==> src/rtl/stls_pkg.sv <==
// static tls allocator package: status codes, command codes, shared types
// no dependencies
package stls_pkg;

   localparam int MaxModulesDefault = 64;

   typedef enum logic [3:0] {
      ST_OK          = 4'd0,
      ST_BAD_ID      = 4'd1,
      ST_BAD_SIZE    = 4'd2,
      ST_BAD_ALIGN   = 4'd3,
      ST_OVERFLOW    = 4'd4,
      ST_RESERVATION = 4'd5,
      ST_ORDER       = 4'd6,
      ST_CONFLICT    = 4'd7,
      ST_NOT_FOUND   = 4'd8,
      ST_FULL        = 4'd9
   } status_type;

   localparam logic CMD_REGISTER = 1'b0;
   localparam logic CMD_FIND     = 1'b1;

   // classified item handed from front to back
   typedef struct packed {
      logic        find;
      logic        pre_fail;
      status_type  pre_status;
      logic [63:0] key;
      logic [63:0] size;
      logic [63:0] align;
      logic [5:0]  align_log;
      logic [63:0] mask;
      logic [62:0] bias;
   } work_type;

endpackage

==> src/rtl/stls_front.sv <==
// front stage: accepts request items, validates and classifies them
// depends on stls_pkg
module stls_front (
   input  logic              clock,
   input  logic              reset,
   input  logic              req_valid,
   output logic              req_stall,
   input  logic              req_cmd,
   input  logic [63:0]       req_module_key,
   input  logic [63:0]       req_block_size,
   input  logic [63:0]       req_align_req,
   input  logic [63:0]       req_align_bias,
   output logic              q_valid,
   input  logic              q_take,
   output stls_pkg::work_type q_data
);
   import stls_pkg::*;

   localparam int Depth = 2;

   work_type   fifo_ff [Depth];
   logic       wr_ptr_ff, rd_ptr_ff;
   logic [1:0] cnt_ff;
   work_type   cls;
   logic [63:0] al, m;
   logic        push, pop;

   always_comb begin
      al = (req_align_req == 64'd0) ? 64'd1 : req_align_req;
      m  = al - 64'd1;
      cls = '0;
      cls.find  = (req_cmd == CMD_FIND);
      cls.key   = req_module_key;
      cls.size  = req_block_size;
      cls.align = al;
      cls.mask  = m;
      cls.bias  = req_align_bias[62:0] & m[62:0];
      for (int i = 0; i < 64; i++) begin
         if (al[i]) cls.align_log = 6'(i);
      end
      cls.pre_status = ST_OK;
      if (!cls.find) begin
         priority if (req_module_key == 64'd0) begin
            cls.pre_fail = 1'b1; cls.pre_status = ST_BAD_ID;
         end else if (req_block_size == 64'd0) begin
            cls.pre_fail = 1'b1; cls.pre_status = ST_BAD_SIZE;
         end else if ((al & m) != 64'd0) begin
            cls.pre_fail = 1'b1; cls.pre_status = ST_BAD_ALIGN;
         end else begin
            cls.pre_fail = 1'b0;
         end
      end
   end

   assign req_stall = (cnt_ff == 2'(Depth));
   assign push      = req_valid && !req_stall;
   assign q_valid   = (cnt_ff != 2'd0);
   assign pop       = q_valid && q_take;
   assign q_data    = fifo_ff[rd_ptr_ff];

   always_ff @(posedge clock) begin
      if (push) fifo_ff[wr_ptr_ff] <= cls;
   end

   always_ff @(posedge clock) begin
      if (reset) begin
         wr_ptr_ff <= 1'b0;
         rd_ptr_ff <= 1'b0;
         cnt_ff    <= 2'd0;
      end else begin
         if (push) wr_ptr_ff <= ~wr_ptr_ff;
         if (pop)  rd_ptr_ff <= ~rd_ptr_ff;
         cnt_ff <= cnt_ff + 2'(push) - 2'(pop);
      end
   end
endmodule

==> config.mk <==
export PLATFORM = sky130hd
export DESIGN_NAME = stls_front
export DESIGN_NICKNAME = d
export VERILOG_FILES = /design/src/rtl/stls_pkg.sv /design/src/rtl/stls_front.sv
export SDC_FILE = /design/constraint.sdc
export NUM_CORES = 1
export LEC_CHECK = 0
export ABC_CLOCK_PERIOD_IN_PS = 22700
export BUFFER_PORTS_ARGS = -buffer_cell sky130_fd_sc_hd__buf_2
export CAP_MARGIN = 0
export CELL_PAD_IN_SITES_DETAIL_PLACEMENT = 1
export CELL_PAD_IN_SITES_GLOBAL_PLACEMENT = 1
export CORE_ASPECT_RATIO = 0.75
export CORE_MARGIN = 1.5
export CORE_UTILIZATION = 30
export DETAILED_ROUTE_END_ITERATION = 8
export MAX_ROUTING_LAYER = met4
export PLACE_DENSITY_LB_ADDON = 0.1
export SKIP_LAST_GASP = 1
export SYNTH_ARGS = -nofsm -noshare
export SYNTH_HDL_FRONTEND = slang
export SYNTH_SLANG_ARGS = --single-unit
==> constraint.sdc <==
create_clock -name clock -period 22.7 [get_ports clock]
set_input_delay 3.405 -clock clock [delete_from_list [all_inputs] [get_ports clock]]
set_output_delay 3.405 -clock clock [all_outputs]
set_load 0.02 [all_outputs]
; ---- Word level (Yosys, flattened, before mapping)
; Memory sizes are Yosys's and may differ from the RTL's. A register that Yosys moved wholly into a read port is not among the register bits.
; Cells that the tools add are included.
[totals]
regBits = 4
ram_bits = 662
inputBits = 261
out_inout_bits = 333
word_cells = 93
memories = 1
[mem_list]
columns = memory, depth, width, read_ports, rd_clocked_by_memory_dff, write_ports, line_no
row1 = fifo_ff, 2, 331, 1, 1, 1, stls_front.sv:21  ; work_type fifo_ff [Depth];
[op_classes]
addsub = 3
eq_ne = 1
n_mux = 73
bitwise = 4
reduce_logical = 8
[ops]
columns = cell, n
row1 = 6-bit two-way mux, 61
row2 = 64-bit zero test, 3
row3 = 64-bit bitwise AND, 1
row4 = 64-bit two-way mux, 1
row5 = 64-bit nonzero test, 1
row6 = "64-bit by 1-bit subtractor with 64-bit output, second input constant", 1
row7 = 63-bit bitwise AND, 1
row8 = 5-bit two-way mux, 3
row9 = 1-bit two-way mux, 6
row10 = 2-bit two-way mux, 2
row11 = 2-bit by 1-bit adder with 2-bit output, 1
row12 = "2-bit == test, second input constant", 1
row13 = 1-bit logical AND, 2
row14 = 1-bit NOT, 2
row15 = 2-bit nonzero test, 1
row16 = 2-bit by 1-bit subtractor with 2-bit output, 1
row17 = 1-bit zero test, 1

; ---- Longest topological paths before layout
[logic_depth]
ltp_word = 65
ltp_mapped = 19
ltp_nobuf = 19

; ---- Least setup slack after synthesis
; No wires, ideal clock.
[synth_timing]
kind = input -> register
start = input req_valid
end = memory fifo_ff[0][0] (netlist bit) (enable)
setup_ps = 1026
arrival_ps = 17115
required_ps = 21674
path_slack_ps = 4559
cell_stages = 2
n_path_buf = 0
path_cell_list = nand2_1 nor2_1
[synth_between]
elab_chain_len = 3
[synth_lines]
columns = item, line_no
row1 = "start, declared", stls_front.sv:6  ; input logic req_valid,
row2 = 1-bit logical AND, stls_front.sv:56  ; assign push = req_valid && !req_stall;
row3 = 1-bit two-way mux, stls_front.sv:62  ; if (push) fifo_ff[wr_ptr_ff] <= cls;
row4 = 1-bit two-way mux (not written as such), stls_front.sv:62
row5 = "end, declared", stls_front.sv:21
; No other way between the ends.

==> impl_results.md <==
- Util after Layout: 0.3770
- Slew @ Worst Pin: 1090 ps
- DRC Markers: 0
- R2r worst-path depth: 6
- Net count, final: 2521
- Hold path depth: 2
- Commonest non-fill, non-tap cell in the layout: edfxtp_1
- Final TNS setup: 0 ps
- Crit path max-delay family: simple AND/OR/NAND/NOR gates
- Critical-path cell list: buf_2, nor4_2, buf_4, nand3_1, or4_4, nor2_1, a21oi_1, ha_1, nand3_1, nor4_4, inv_2, nor3_2, inv_1, nor2_1, inv_1, ha_1, nor4_1, nand4_1, o41ai_1, a21boi_0, nor2_1
- Worst path slowest cell: o41ai_1
- Final max-slew violation count: 0
- Most common cell on crit path: nor2_1
- RSZ-0062 raised after global routing: false
- Post-DP HPWL: 57.17 mm
- Setup violations, final: 0
- Worst EP arrival: 9380 ps
- Cell area after layout: 33920 um^2
- Multi-input logic area: 6793 um^2
- Max Clock Freq: 0.1105 GHz
- Crit-path max cell delay: 990 ps
- Tcrit/Tclk final: 0.3987
- Placed Area: 31570 um^2
- Area growth syn-to-layout: 23.99%
- Post-synth ARST share: 0
- HP Class: reg2reg
- Crit path buf inv count: 5
- Die X: 351.7 um
- Chip height: 264.5 um
- Post-CTS sizing: 0
- Vias in the first global route: 17129
- CTS tree: yes
- Critical path depth: 21
- Worst-path maximum fanout: 7
- Layout fillers: 9246
- GR Util All Layers: 0.1755
- Grt total ovfl: 0
- Largest net degree at the start of global routing: 142
- Clock sink total: 663
- Post-Route Skew: 18.74 ps
- H-Tree Depth: 3
- Synthesis warning total: 0
- Avg WL per Cell: 23.25 um
- Final Hold Viols: 0
- Synth Flop Type: edfxtp_1
- Crit start category: primary input
- Most frequent cells in the layout: edfxtp_1 (658), buf_2 (590), mux2_2 (329)
- Via count: 15965
- Synth Cell Area: 27360 um^2
- Cts hold-fix bufs: 0
- Skew-Pair Late Insertion Delay: 610 ps
- I/O pin count: 594
- Seq/Total Area, Yosys: 0.7258
- Leakage: 12.30 nW
- Setup Crit Path Kind: in2reg
- Synthesized flop and latch total: 663
- Max-slew headroom: 0.2733
- Vias per Instance: 4.597
- ANT nets after route: 0
- Initial DRC Count: 663
- Dpl ws: 12760 ps
- Placer Congestion: 0.7804
- Total CTS buffers: 75
- Initial antenna violation count: 13
- Min Clock Period, post-route: 9052 ps
- Clock Path Buffers: 3
- Worst-path clk slew: 60 ps
- Worst Hold Slack: 514.2 ps
- DR pass1 iterations: 5
- MaxCap Viol Count: 0
- PortBufs: 590
- Pwr/cell area: 110.7 nW/um^2
- Post-synth EDFFs: 658
- Post-CTS setup buffers: 0
- Avg Cell Area, Syn: 16.94 um^2
- Final wirelength: 80.75 mm
- CP required: 23030 ps
- Crit path capture type: flop
- Peak supply drop: 53.36 uV
- Seq. cell area: 19860 um^2
- Status: completed
- Die ar.: 93040 um^2
- First-pass GRT wire length: 116.0 mm
- Share of cells above drive strength 1: 0.4698
- Post-Syn Instances: 1615
- Synth unique cells: 64
- Initial core utilization: 0.3041
- PnR worst setup slack: 13650 ps
- Area of the core: 89980 um^2
- Root Driver: clkbuf_16
- Site Rows: 95
path summary, 6_finish.rpt:
kind	start	endpoint	slack, ps
setup / recovery	req_align_req[34]	fifo_ff[0][326]$_DFFE_PP_	13650
hold / removal	rd_ptr_ff$_SDFFE_PP0P_	rd_ptr_ff$_SDFFE_PP0P_	510
setup reg to reg	cnt_ff[0]$_SDFF_PP0_	fifo_ff[0][286]$_DFFE_PP_	18540
hold reg to reg	rd_ptr_ff$_SDFFE_PP0P_	rd_ptr_ff$_SDFFE_PP0P_	510
tightest hold or removal path, cell delays in order (launching register included):
cell and delay, ps:
dfxtp_1 320, xnor2_1 80, nor2_1 80
area by class of cell:
| cell class | instances | area share |
|---|---|---|
| flip-flops and latches | 663 | 0.5855 |
| repair buffers | 603 | 0.09066 |
| inverters | 87 | 0.009626 |
| multi-input cells | 764 | 0.2002 |
| clock buffers | 94 | 0.05864 |
| diodes | 13 | 0.0009589 |
| clock inverters | 37 | 0.009663 |
| well taps | 1212 | 0.04470 |
kinds of logic (layout without fill, tap and decap cells):
logic type	count (synthesis)	count (layout)	share of synthesized area
flip-flops	663	663	0.7258
multiplexers	329	329	0.1354
AND/OR/NAND/NOR	307	307	0.06677
buffers and inverters	189	821	0.02648
adder cells (fa/ha/maj)	66	66	0.03018
AO/OA/AOI/OAI	56	56	0.01390
XOR/XNOR	4	4	0.001281
other	1	15	0.0001371
cells in the mapped netlist (6+ instances only):
cell      count  area [um^2]
edfxtp_1    658        19760
ha_1         66        825.8
clkbuf_1     97        364.1
or4_1         6        45.04
nand4_1      18        112.6
o21ai_0      11        55.05
nand3_1      18        90.09
mux2_2      329         3705
inv_1        86        322.8
a21oi_1      14        70.07
nor2b_1      66        412.9
nor3_1       14        70.07
nand2_1      30        112.6
nor2_1       50        187.7
or3_1        16        100.1
nor4_1       57        356.6
metal layers:
metal	track usage	wire, um	part of all wire
met1	0.2103	33740	0.42
met2	0.2845	39390	0.49
met3	0.05901	6238	0.077
met4	0.04147	1386	0.017
met5	-	0	0
per-stage QoR:
stage / std cells / total power, mW
finish: 3473 / 3.756
global route: 3473 / 3.932
global placement: 3329 / 2.639
floorplan: 1616 / 2.341
detailed placement: 3329 / 2.649
CTS: 3460 / 3.836
power by group:
group          internal [mW]  switching, mW  total (mW)
logic                  0.352          0.639       0.991
clock network          0.668          0.492        1.16
registers               1.56         0.0487        1.61
registers in the layout (all words and copies together), names as in the netlist, named ones only:
name       cells
fifo_ff      658
cnt_ff         2
rd_ptr_ff      1
wr_ptr_ff      1
(Power assumes the default switching activity.)
